--- src/hdl/esm_pkg.sv ---
// Package with codes, defaults and shared types of the effect slot manager.
`timescale 1ns / 1ps

package esm_pkg;

  localparam int SLOTS_DEF        = 16;
  localparam int EFFECT_BYTES_DEF = 64;
  localparam int POOL_BYTES_DEF   = 1024;

  // Widest slot address over the supported range of slot counts.
  localparam int ADDR_W = 6;
  localparam int FLAG_W = 2;
  localparam int POOL_W = 12;

  localparam logic [2:0] REQ_CREATE  = 3'd0;
  localparam logic [2:0] REQ_EFFECT  = 3'd1;
  localparam logic [2:0] REQ_FREE    = 3'd2;
  localparam logic [2:0] REQ_CONTROL = 3'd3;
  localparam logic [2:0] REQ_GAIN    = 3'd4;

  localparam logic [1:0] OP_NONE  = 2'd0;
  localparam logic [1:0] OP_START = 2'd1;
  localparam logic [1:0] OP_SOLO  = 2'd2;
  localparam logic [1:0] OP_STOP  = 2'd3;

  localparam logic [7:0] CTL_ENABLE   = 8'h01;
  localparam logic [7:0] CTL_DISABLE  = 8'h02;
  localparam logic [7:0] CTL_STOP_ALL = 8'h03;
  localparam logic [7:0] CTL_RESET    = 8'h04;
  localparam logic [7:0] CTL_PAUSE    = 8'h05;
  localparam logic [7:0] CTL_CONTINUE = 8'h06;

  localparam logic [7:0] FREE_ALL_IDX = 8'hFF;

  localparam logic [FLAG_W-1:0] FLAG_NONE  = 2'b00;
  localparam logic [FLAG_W-1:0] FLAG_ALLOC = 2'b01;
  localparam logic [FLAG_W-1:0] FLAG_PLAY  = 2'b10;

  localparam logic [1:0] STATUS_OK   = 2'd0;
  localparam logic [1:0] STATUS_FULL = 2'd1;
  localparam logic [1:0] STATUS_NONE = 2'd2;

  localparam logic [7:0] GAIN_RESET = 8'hFF;

  // Access to the slot store for one cycle.
  typedef struct packed {
    logic              rd_en;
    logic [ADDR_W-1:0] rd_addr;
    logic              wr_en;
    logic [ADDR_W-1:0] wr_addr;
    logic [FLAG_W-1:0] wr_data;
    logic              clr_all;
  } mem_req_t;

endpackage

--- src/hdl/esm_ram.sv ---
// Generic single-port-write, single-port-read RAM with registered read data.
`timescale 1ns / 1ps

module esm_ram #(
  parameter int WIDTH = 2,
  parameter int DEPTH = 16,
  localparam int AW   = (DEPTH > 1) ? $clog2(DEPTH) : 1
) (
  input  logic             clk_i,
  input  logic             we_i,
  input  logic [AW-1:0]    waddr_i,
  input  logic [WIDTH-1:0] wdata_i,
  input  logic             re_i,
  input  logic [AW-1:0]    raddr_i,
  output logic [WIDTH-1:0] rdata_o
);

  logic [WIDTH-1:0] mem_q [DEPTH];
  logic [WIDTH-1:0] rdata_q;

  always_ff @(posedge clk_i) begin
    if (we_i) begin
      mem_q[waddr_i] <= wdata_i;
    end
    if (re_i) begin
      rdata_q <= mem_q[raddr_i];
    end
  end

  assign rdata_o = rdata_q;

endmodule

--- src/hdl/esm_slot_store.sv ---
// Slot flag store: RAM plus per-slot valid bits so that a clear empties every slot without walking the RAM.
`timescale 1ns / 1ps

module esm_slot_store #(
  parameter int SLOTS = esm_pkg::SLOTS_DEF,
  localparam int IW   = $clog2(SLOTS)
) (
  input  logic                      clk_i,
  input  logic                      rst_ni,
  input  esm_pkg::mem_req_t         req_i,
  output logic [esm_pkg::FLAG_W-1:0] rflags_o
);

  logic [SLOTS-1:0]           valid_q;
  logic                       rd_valid_q;
  logic [esm_pkg::FLAG_W-1:0] ram_rdata;
  logic [IW-1:0]              waddr;
  logic [IW-1:0]              raddr;

  assign waddr = req_i.wr_addr[IW-1:0];
  assign raddr = req_i.rd_addr[IW-1:0];

  esm_ram #(
    .WIDTH (esm_pkg::FLAG_W),
    .DEPTH (SLOTS)
  ) u_ram (
    .clk_i   (clk_i),
    .we_i    (req_i.wr_en),
    .waddr_i (waddr),
    .wdata_i (req_i.wr_data),
    .re_i    (req_i.rd_en),
    .raddr_i (raddr),
    .rdata_o (ram_rdata)
  );

  always_ff @(posedge clk_i or negedge rst_ni) begin
    if (!rst_ni) begin
      valid_q    <= '0;
      rd_valid_q <= 1'b0;
    end else begin
      if (req_i.clr_all) begin
        valid_q <= '0;
      end else if (req_i.wr_en) begin
        valid_q[waddr] <= 1'b1;
      end
      if (req_i.rd_en) begin
        rd_valid_q <= valid_q[raddr];
      end
    end
  end

  // A slot never written since the last clear reads as empty.
  assign rflags_o = rd_valid_q ? ram_rdata : esm_pkg::FLAG_NONE;

endmodule

--- src/hdl/effect_slot_manager_unit.sv ---
// Top level of the effect slot manager: request sequencer around the slot store.
//
//  channel | direction | handshake               | payload
//  --------+-----------+-------------------------+-----------------------------------------
//  in      | input     | in_valid_i / in_stall_o | req_type, effect_index, operation,
//          |           |                         | control_code, gain_value
//  out     | output    | out_valid_o/out_stall_i | given_index, load_status, pool_left,
//          |           |                         | actuators_on, paused_flag, gain_now, slot_flags
//
// One request at a time; the slot RAM port is walked one entry per cycle.
// Simple requests pass through execute, flags and result, a single stop also through a stop
// state; create searches forward for the next free slot; stop all and start solo walk every
// slot. A finished result waits in the output register while the next request is taken.
// Reset: all slots empty, next free slot 1, pool full, actuators off, not paused, gain 255.
// A stalled output holds its payload; the sequencer waits in its last state until it drains.
`timescale 1ns / 1ps

module effect_slot_manager_unit #(
  parameter int SLOTS        = esm_pkg::SLOTS_DEF,
  parameter int EFFECT_BYTES = esm_pkg::EFFECT_BYTES_DEF,
  parameter int POOL_BYTES   = esm_pkg::POOL_BYTES_DEF
) (
  input  logic        clk_i,
  input  logic        rst_ni,
  input  logic        in_valid_i,
  output logic        in_stall_o,
  input  logic [2:0]  req_type_i,
  input  logic [7:0]  effect_index_i,
  input  logic [1:0]  operation_i,
  input  logic [7:0]  control_code_i,
  input  logic [7:0]  gain_value_i,
  output logic        out_valid_o,
  input  logic        out_stall_i,
  output logic [3:0]  given_index_o,
  output logic [1:0]  load_status_o,
  output logic [11:0] pool_left_o,
  output logic        actuators_on_o,
  output logic        paused_flag_o,
  output logic [7:0]  gain_now_o,
  output logic [1:0]  slot_flags_o
);

  localparam int IW = $clog2(SLOTS);
  localparam int NW = $clog2(SLOTS + 1);
  localparam int PW = esm_pkg::POOL_W;

  localparam logic [NW-1:0] SlotsN  = NW'(SLOTS);
  localparam logic [NW-1:0] LastN   = NW'(SLOTS - 1);
  localparam logic [NW-1:0] OneN    = NW'(1);
  localparam logic [7:0]    SlotsB  = 8'(SLOTS);
  localparam logic [PW-1:0] PoolMax = PW'(POOL_BYTES);
  localparam logic [PW-1:0] Effect  = PW'(EFFECT_BYTES);

  typedef enum logic [2:0] {
    ST_IDLE,
    ST_EXEC,
    ST_SCAN,
    ST_WALK,
    ST_STOP,
    ST_START,
    ST_FLAGS,
    ST_RESULT
  } state_e;

  state_e                      state_q;
  logic [2:0]                  req_q;
  logic [7:0]                  idx_q;
  logic [1:0]                  op_q;
  logic [7:0]                  ctl_q;
  logic [7:0]                  gain_in_q;
  logic [NW-1:0]               nf_q;
  logic [PW-1:0]               pool_q;
  logic                        act_q;
  logic                        pause_q;
  logic [7:0]                  gain_q;
  logic [NW-1:0]               ptr_q;
  logic                        solo_q;
  logic [IW-1:0]               given_q;
  logic [1:0]                  status_q;
  logic [esm_pkg::FLAG_W-1:0]  flags_q;
  logic                        flags_mem_q;

  logic                        out_valid_q;
  logic [3:0]                  given_index_q;
  logic [1:0]                  load_status_q;
  logic [PW-1:0]               pool_left_q;
  logic                        actuators_on_q;
  logic                        paused_flag_q;
  logic [7:0]                  gain_now_q;
  logic [1:0]                  slot_flags_q;

  esm_pkg::mem_req_t           mem_req;
  logic [esm_pkg::FLAG_W-1:0]  rflags;
  logic                        in_range;
  logic [NW-1:0]               nf_inc;
  logic [NW-1:0]               ptr_inc;
  logic [PW:0]                 credit_sum;
  logic [PW-1:0]               pool_credit;
  logic [PW-1:0]               pool_debit;
  logic                        out_free;
  logic                        exec_walk;
  logic                        exec_stop;

  assign in_range    = idx_q < SlotsB;
  assign nf_inc      = nf_q + OneN;
  assign ptr_inc     = ptr_q + OneN;
  assign credit_sum  = {1'b0, pool_q} + {1'b0, Effect};
  assign pool_credit = (credit_sum > {1'b0, PoolMax}) ? PoolMax : credit_sum[PW-1:0];
  assign pool_debit  = (pool_q >= Effect) ? (pool_q - Effect) : '0;
  assign out_free    = !out_valid_q || !out_stall_i;

  // Requests that walk every slot, and a single stop of a slot in range.
  assign exec_walk = ((req_q == esm_pkg::REQ_EFFECT) && (op_q == esm_pkg::OP_SOLO)) ||
                     ((req_q == esm_pkg::REQ_CONTROL) && (ctl_q == esm_pkg::CTL_STOP_ALL));
  assign exec_stop = (req_q == esm_pkg::REQ_EFFECT) && (op_q == esm_pkg::OP_STOP) && in_range;

  // Slot store accesses for the current step.
  always_comb begin
    mem_req = '0;
    case (state_q)
      ST_EXEC: begin
        case (req_q)
          esm_pkg::REQ_CREATE: begin
            if (nf_q < SlotsN) begin
              mem_req.wr_en   = 1'b1;
              mem_req.wr_addr = esm_pkg::ADDR_W'(nf_q[IW-1:0]);
              mem_req.wr_data = esm_pkg::FLAG_ALLOC;
              if (nf_inc < SlotsN) begin
                mem_req.rd_en   = 1'b1;
                mem_req.rd_addr = esm_pkg::ADDR_W'(nf_inc[IW-1:0]);
              end
            end
          end
          esm_pkg::REQ_EFFECT: begin
            case (op_q)
              esm_pkg::OP_START: begin
                mem_req.wr_en   = in_range;
                mem_req.wr_addr = esm_pkg::ADDR_W'(idx_q[IW-1:0]);
                mem_req.wr_data = esm_pkg::FLAG_PLAY;
              end
              esm_pkg::OP_SOLO: begin
                mem_req.rd_en = 1'b1;
              end
              esm_pkg::OP_STOP: begin
                mem_req.rd_en   = in_range;
                mem_req.rd_addr = esm_pkg::ADDR_W'(idx_q[IW-1:0]);
              end
              default: ;
            endcase
          end
          esm_pkg::REQ_FREE: begin
            if (idx_q == esm_pkg::FREE_ALL_IDX) begin
              mem_req.clr_all = 1'b1;
            end else begin
              mem_req.wr_en   = in_range;
              mem_req.wr_addr = esm_pkg::ADDR_W'(idx_q[IW-1:0]);
              mem_req.wr_data = esm_pkg::FLAG_NONE;
            end
          end
          esm_pkg::REQ_CONTROL: begin
            mem_req.rd_en   = (ctl_q == esm_pkg::CTL_STOP_ALL);
            mem_req.clr_all = (ctl_q == esm_pkg::CTL_RESET);
          end
          default: ;
        endcase
      end
      ST_SCAN: begin
        mem_req.rd_en   = (rflags != esm_pkg::FLAG_NONE) && (ptr_q != LastN);
        mem_req.rd_addr = esm_pkg::ADDR_W'(ptr_inc[IW-1:0]);
      end
      ST_WALK: begin
        mem_req.wr_en   = 1'b1;
        mem_req.wr_addr = esm_pkg::ADDR_W'(ptr_q[IW-1:0]);
        mem_req.wr_data = rflags & esm_pkg::FLAG_ALLOC;
        mem_req.rd_en   = (ptr_q != LastN);
        mem_req.rd_addr = esm_pkg::ADDR_W'(ptr_inc[IW-1:0]);
      end
      ST_STOP: begin
        mem_req.wr_en   = 1'b1;
        mem_req.wr_addr = esm_pkg::ADDR_W'(idx_q[IW-1:0]);
        mem_req.wr_data = rflags & esm_pkg::FLAG_ALLOC;
      end
      ST_START: begin
        mem_req.wr_en   = in_range;
        mem_req.wr_addr = esm_pkg::ADDR_W'(idx_q[IW-1:0]);
        mem_req.wr_data = esm_pkg::FLAG_PLAY;
      end
      ST_FLAGS: begin
        mem_req.rd_en   = in_range;
        mem_req.rd_addr = esm_pkg::ADDR_W'(idx_q[IW-1:0]);
      end
      default: ;
    endcase
  end

  esm_slot_store #(
    .SLOTS (SLOTS)
  ) u_slot_store (
    .clk_i    (clk_i),
    .rst_ni   (rst_ni),
    .req_i    (mem_req),
    .rflags_o (rflags)
  );

  always_ff @(posedge clk_i or negedge rst_ni) begin
    if (!rst_ni) begin
      state_q        <= ST_IDLE;
      req_q          <= '0;
      idx_q          <= '0;
      op_q           <= '0;
      ctl_q          <= '0;
      gain_in_q      <= '0;
      nf_q           <= OneN;
      pool_q         <= PoolMax;
      act_q          <= 1'b0;
      pause_q        <= 1'b0;
      gain_q         <= esm_pkg::GAIN_RESET;
      ptr_q          <= '0;
      solo_q         <= 1'b0;
      given_q        <= '0;
      status_q       <= esm_pkg::STATUS_NONE;
      flags_q        <= esm_pkg::FLAG_NONE;
      flags_mem_q    <= 1'b0;
      out_valid_q    <= 1'b0;
      given_index_q  <= '0;
      load_status_q  <= '0;
      pool_left_q    <= '0;
      actuators_on_q <= 1'b0;
      paused_flag_q  <= 1'b0;
      gain_now_q     <= '0;
      slot_flags_q   <= '0;
    end else begin
      if (out_valid_q && !out_stall_i && (state_q != ST_RESULT)) begin
        out_valid_q <= 1'b0;
      end
      case (state_q)
        ST_IDLE: begin
          if (in_valid_i) begin
            req_q     <= req_type_i;
            idx_q     <= effect_index_i;
            op_q      <= operation_i;
            ctl_q     <= control_code_i;
            gain_in_q <= gain_value_i;
            state_q   <= ST_EXEC;
          end
        end
        ST_EXEC: begin
          if (req_q == esm_pkg::REQ_CREATE) begin
            flags_mem_q <= 1'b0;
            if (nf_q >= SlotsN) begin
              given_q  <= '0;
              status_q <= esm_pkg::STATUS_FULL;
              flags_q  <= esm_pkg::FLAG_NONE;
              state_q  <= ST_RESULT;
            end else begin
              given_q  <= nf_q[IW-1:0];
              status_q <= esm_pkg::STATUS_OK;
              flags_q  <= esm_pkg::FLAG_ALLOC;
              pool_q   <= pool_debit;
              ptr_q    <= nf_inc;
              if (nf_q == LastN) begin
                nf_q    <= SlotsN;
                state_q <= ST_RESULT;
              end else begin
                state_q <= ST_SCAN;
              end
            end
          end else begin
            given_q     <= '0;
            status_q    <= esm_pkg::STATUS_NONE;
            flags_mem_q <= 1'b1;
            state_q     <= exec_walk ? ST_WALK : (exec_stop ? ST_STOP : ST_FLAGS);
            case (req_q)
              esm_pkg::REQ_EFFECT: begin
                case (op_q)
                  esm_pkg::OP_SOLO: begin
                    solo_q <= 1'b1;
                    ptr_q  <= '0;
                  end
                  default: ;
                endcase
              end
              esm_pkg::REQ_FREE: begin
                if (idx_q == esm_pkg::FREE_ALL_IDX) begin
                  nf_q   <= OneN;
                  pool_q <= PoolMax;
                end else if (in_range && (idx_q < 8'(nf_q))) begin
                  // Slot 0 is reserved: the hint never drops below 1.
                  nf_q <= (idx_q == 8'd0) ? OneN : NW'(idx_q);
                end
              end
              esm_pkg::REQ_CONTROL: begin
                case (ctl_q)
                  esm_pkg::CTL_ENABLE:   act_q   <= 1'b1;
                  esm_pkg::CTL_DISABLE:  act_q   <= 1'b0;
                  esm_pkg::CTL_PAUSE:    pause_q <= 1'b1;
                  esm_pkg::CTL_CONTINUE: pause_q <= 1'b0;
                  esm_pkg::CTL_STOP_ALL: begin
                    solo_q <= 1'b0;
                    ptr_q  <= '0;
                  end
                  esm_pkg::CTL_RESET: begin
                    nf_q   <= OneN;
                    pool_q <= PoolMax;
                  end
                  default: ;
                endcase
              end
              esm_pkg::REQ_GAIN: begin
                gain_q <= gain_in_q;
              end
              default: ;
            endcase
          end
        end
        ST_SCAN: begin
          if (rflags == esm_pkg::FLAG_NONE) begin
            nf_q    <= ptr_q;
            state_q <= ST_RESULT;
          end else if (ptr_q == LastN) begin
            nf_q    <= SlotsN;
            state_q <= ST_RESULT;
          end else begin
            ptr_q <= ptr_inc;
          end
        end
        ST_WALK: begin
          pool_q <= pool_credit;
          if (ptr_q == LastN) begin
            state_q <= solo_q ? ST_START : ST_FLAGS;
          end else begin
            ptr_q <= ptr_inc;
          end
        end
        ST_STOP: begin
          pool_q  <= pool_credit;
          state_q <= ST_FLAGS;
        end
        ST_START: begin
          state_q <= ST_FLAGS;
        end
        ST_FLAGS: begin
          state_q <= ST_RESULT;
        end
        ST_RESULT: begin
          // Hold until the output register is free or drains this cycle.
          if (out_free) begin
            out_valid_q    <= 1'b1;
            given_index_q  <= 4'(given_q);
            load_status_q  <= status_q;
            pool_left_q    <= pool_q;
            actuators_on_q <= act_q;
            paused_flag_q  <= pause_q;
            gain_now_q     <= gain_q;
            if (flags_mem_q) begin
              slot_flags_q <= in_range ? rflags : esm_pkg::FLAG_NONE;
            end else begin
              slot_flags_q <= flags_q;
            end
            state_q <= ST_IDLE;
          end
        end
        default: state_q <= ST_IDLE;
      endcase
    end
  end

  assign in_stall_o     = (state_q != ST_IDLE);
  assign out_valid_o    = out_valid_q;
  assign given_index_o  = given_index_q;
  assign load_status_o  = load_status_q;
  assign pool_left_o    = pool_left_q;
  assign actuators_on_o = actuators_on_q;
  assign paused_flag_o  = paused_flag_q;
  assign gain_now_o     = gain_now_q;
  assign slot_flags_o   = slot_flags_q;

endmodule

--- config.mk ---
export PLATFORM = sky130hd
export DESIGN_NAME = effect_slot_manager_unit
export DESIGN_NICKNAME = d
export VERILOG_FILES = /design/src/hdl/esm_pkg.sv /design/src/hdl/esm_ram.sv /design/src/hdl/esm_slot_store.sv /design/src/hdl/effect_slot_manager_unit.sv
export SDC_FILE = /design/constraint.sdc
export NUM_CORES = 1
export LEC_CHECK = 0
export ABC_AREA = 1
export BUFFER_PORTS_ARGS = -buffer_cell sky130_fd_sc_hd__buf_4
export CORE_MARGIN = 2
export CORE_UTILIZATION = 50
export DETAILED_ROUTE_END_ITERATION = 10
export GPL_TIMING_DRIVEN = 0
export PLACE_DENSITY = 0.73
export SYNTH_ARGS = -nofsm -noshare
export SYNTH_HDL_FRONTEND = slang
export SYNTH_SLANG_ARGS = --single-unit
--- constraint.sdc ---
create_clock -name clk_i -period 6.1 [get_ports clk_i]
set_input_delay 0.915 -clock clk_i [delete_from_list [all_inputs] [get_ports clk_i]]
set_output_delay 0.915 -clock clk_i [all_outputs]
set_load 0.05 [all_outputs]
==> run summary <==
total global routing overflow -> 0
Net Sw Power -> 1914 uW
Final Hold Viols -> 0
first drt pass iteration count -> 5
Slew @ Worst Pin -> 1.181 ns
Top FF cell, synth -> dfrtp_1
Post-Route WL -> 17.12 mm
startpoint types -> flip-flop
die footprint -> 15580 um2
RSZ-0062 raised after global routing -> false
Overall Power -> 4434 uW
max-slew violations -> 0
R2R cell count -> 18
R2R Setup Slk -> 3.03 ns
H-tree depth -> 4
min cycle time layout -> 3.074 ns
Cell variety after synth -> 44
total negative slack -> 0 ns
n_diodes -> 0
dpl hpwl -> 12.38 mm
Critical Path AT -> 3.24 ns
vias in the first global route -> 5848
hold buffer count at cts -> 0
Crit Path Class -> reg2reg
Hold WC Path Type -> in2async
highest metal used -> met4
clock power share -> 0.212
CTS sink cnt -> 143
Synth Cell Area -> 7301 um2
post_cts resized -> 0
Sw Ratio -> 0.4317
mean area per synthesized cell -> 8.569 um2
Worst Skew -> 0.006761 ns
DRT iter0 DRCs -> 546
Area Growth Syn to Fin -> 17.22%
Max-cap violations -> 0
Leak -> 0.004122 uW
Fin Hold WS -> 0.3541 ns
starting density of the core -> 0.5062
DR WL/cell -> 15.12 um
GR Util All Layers -> 0.2317
largest net degree at the start of global routing -> 110
max_slew headroom -> 0.2127
Yosys Warn Count -> 0
Placed Cells -> 1099
count leader, synth -> nand2_1
post-synth top area share -> 0.3359
global-route wire length before repair -> 28.82 mm
Final Non-Filler Cells -> 1132
later-pin clock latency in the skew report -> 0.41 ns
Die X -> 124.8 um
combinational share of power -> 0.450
clk root buf -> clkbuf_16
number of synthesized flops with an enable pin -> 34
vias per inst -> 5.345
synthesized flop and latch total -> 143
Final Cell Area -> 8558 um2
Metal-1 WL -> 7.606 mm
Pint -> 2520 uW
clk slew on worst S/H paths -> 0.06 ns
Data required, critical path -> 6.26 ns
sequential area share after synthesis -> 0.5153
period utilisation layout -> 0.5040
# DRC -> 0
crit path max fanout -> 10
routed wl met2 -> 8.332 mm
Final setup viols -> 0
met3 wire length -> 942 um
Setup Fix Bufs, Post-CTS -> 0
vias post-DR -> 6050
sequential power share -> 0.338
Final nets -> 982
initial antenna violation count -> 0
TritonCTS clock tree -> built
PD cells -> 518.1 nW/um2
core box area -> 14420 um2
FF-to-FF End -> u_slot_store.u_ram.rdata_o[0]$_DFFE_PP_
Post-DP Area -> 7985 um2
I/O Pins -> 65
synth cell count leaders -> nand2_1, inv_1, dfrtp_1
VDD IR max -> 0.2430 mV
CTS Buf Count -> 17
Rows -> 44
highest clock rate -> 0.3253 GHz
largest cells by area after synthesis -> dfrtp_1, edfxtp_1, nand2_1
ratio of cells with drive above 1 in the final layout -> 0.1878
ANT nets after route -> 0
CP endpoint kind -> flip-flop
cell taking the most area after synthesis -> dfrtp_1
Die H -> 124.8 um
synthesized instance count -> 852
CTS Buffer Depth -> 2
GP Congestion -> 0.9197
Async S/R FF share, synth -> 0.7622
Crit Reg-Reg Startpoint -> nf_q[0]$_DFFE_PN1P_
PortBufs -> 58
status -> completed
[worst max path at each step]
stage / from / to / slack, ns / cells after the start
floorplan: nf_q[0]$_DFFE_PN1P_ / u_slot_store.u_ram.rdata_o[0]$_DFFE_PP_ / 3.60 / 18
global placement: nf_q[0]$_DFFE_PN1P_ / u_slot_store.u_ram.rdata_o[1]$_DFFE_PP_ / 3.12 / 18
detailed placement: nf_q[0]$_DFFE_PN1P_ / u_slot_store.u_ram.rdata_o[1]$_DFFE_PP_ / 3.08 / 18
CTS: nf_q[0]$_DFFE_PN1P_ / u_slot_store.u_ram.rdata_o[0]$_DFFE_PP_ / 3.04 / 18
global route: nf_q[0]$_DFFE_PN1P_ / u_slot_store.u_ram.rdata_o[0]$_DFFE_PP_ / 2.71 / 18
finish: nf_q[0]$_DFFE_PN1P_ / u_slot_store.u_ram.rdata_o[0]$_DFFE_PP_ / 3.03 / 18
[per-stage QoR]
step	utilization	worst slack (ns)
3_5_place_dp	0.5536	3.080
4_1_cts	0.5909	3.041
6_report	0.5933	3.026
3_3_place_gp	0.5536	3.119
5_1_grt	0.5933	2.706
2_1_floorplan	-	3.604
[cells by family (layout without fill, tap and decap cells)]
group | count (synthesis) | count (layout) | share of synthesized area
AND/OR/NAND/NOR | 371 | 371 | 0.2334
AO/OA/AOI/OAI | 161 | 161 | 0.1196
buffers and inverters | 144 | 235 | 0.08175
flip-flops | 143 | 143 | 0.5153
adder cells (fa/ha/maj) | 14 | 14 | 0.02399
multiplexers | 11 | 11 | 0.01697
XOR/XNOR | 7 | 7 | 0.008398
other | 1 | 6 | 0.0005136
[layer usage]
layer | GRT usage | vias up
met5 | 0 | -
met4 | 0.06732 | 0
met3 | 0.05112 | 17
met2 | 0.3774 | 185
met1 | 0.3141 | 2879
li1 | - | 2969
[sequential cells by signal, summed over array words and instances (netlist names), 6 cells and up]
name / cells
ctl_q: 8
gain_in_q: 8
gain_now_o: 8
gain_q: 8
idx_q: 8
pool_left_o: 6
pool_q: 6
u_slot_store.u_ram.mem_q: 32
u_slot_store.valid_q: 16
[layout make-up]
cell class              count  area, um2
fillers                  1294       5866
flip-flops and latches    143       3762
multi-input cells         570       2964
clock buffers              23      479.2
repair buffers             59      466.7
inverters                 116      435.4
well taps                 184      230.2
plain buffers              28      161.4
clock inverters             9      58.81
[power by group through the flow]
stage	registers [uW]	logic, uW	clock network [uW]
after floorplan	1620	1330	0
after global placement	1500	1930	0
after detailed placement	1510	1970	0
after CTS	1500	1980	955
after global routing	1530	2230	1000
final	1500	2000	939
[worst max-delay path, cell delays in order, from the launching register on]
cell	delay (ns)
dfstp_2	0.55
ha_1	0.19
nand3_1	0.19
ha_1	0.34
inv_1	0.13
nand2_1	0.07
nor2_1	0.16
nand2_1	0.09
nand2_1	0.06
nand2_1	0.05
nand3_1	0.15
inv_1	0.11
buf_2	0.20
nor2_1	0.10
nor2_1	0.04
o21ai_0	0.10
nand3_1	0.11
nand3_1	0.10
nand2_1	0.09
[cells in the final DEF (no fill, tap or decap), drive strengths merged, types with 4 or more instances in the layout]
cell / instances
dfrtp: 98
nand4: 8
buf: 80
o22ai: 7
conb: 6
nand2: 174
a21oi: 60
edfxtp: 34
nor3: 11
clkinv: 7
ha: 14
xor2: 6
o21ai: 76
nor2: 97
inv: 116
nand3b: 4
o211ai: 8
dfstp: 11
mux2: 11
clkbuf: 30
or2: 6
nand3: 68
Note: power is estimated with default switching activity, not from simulation.
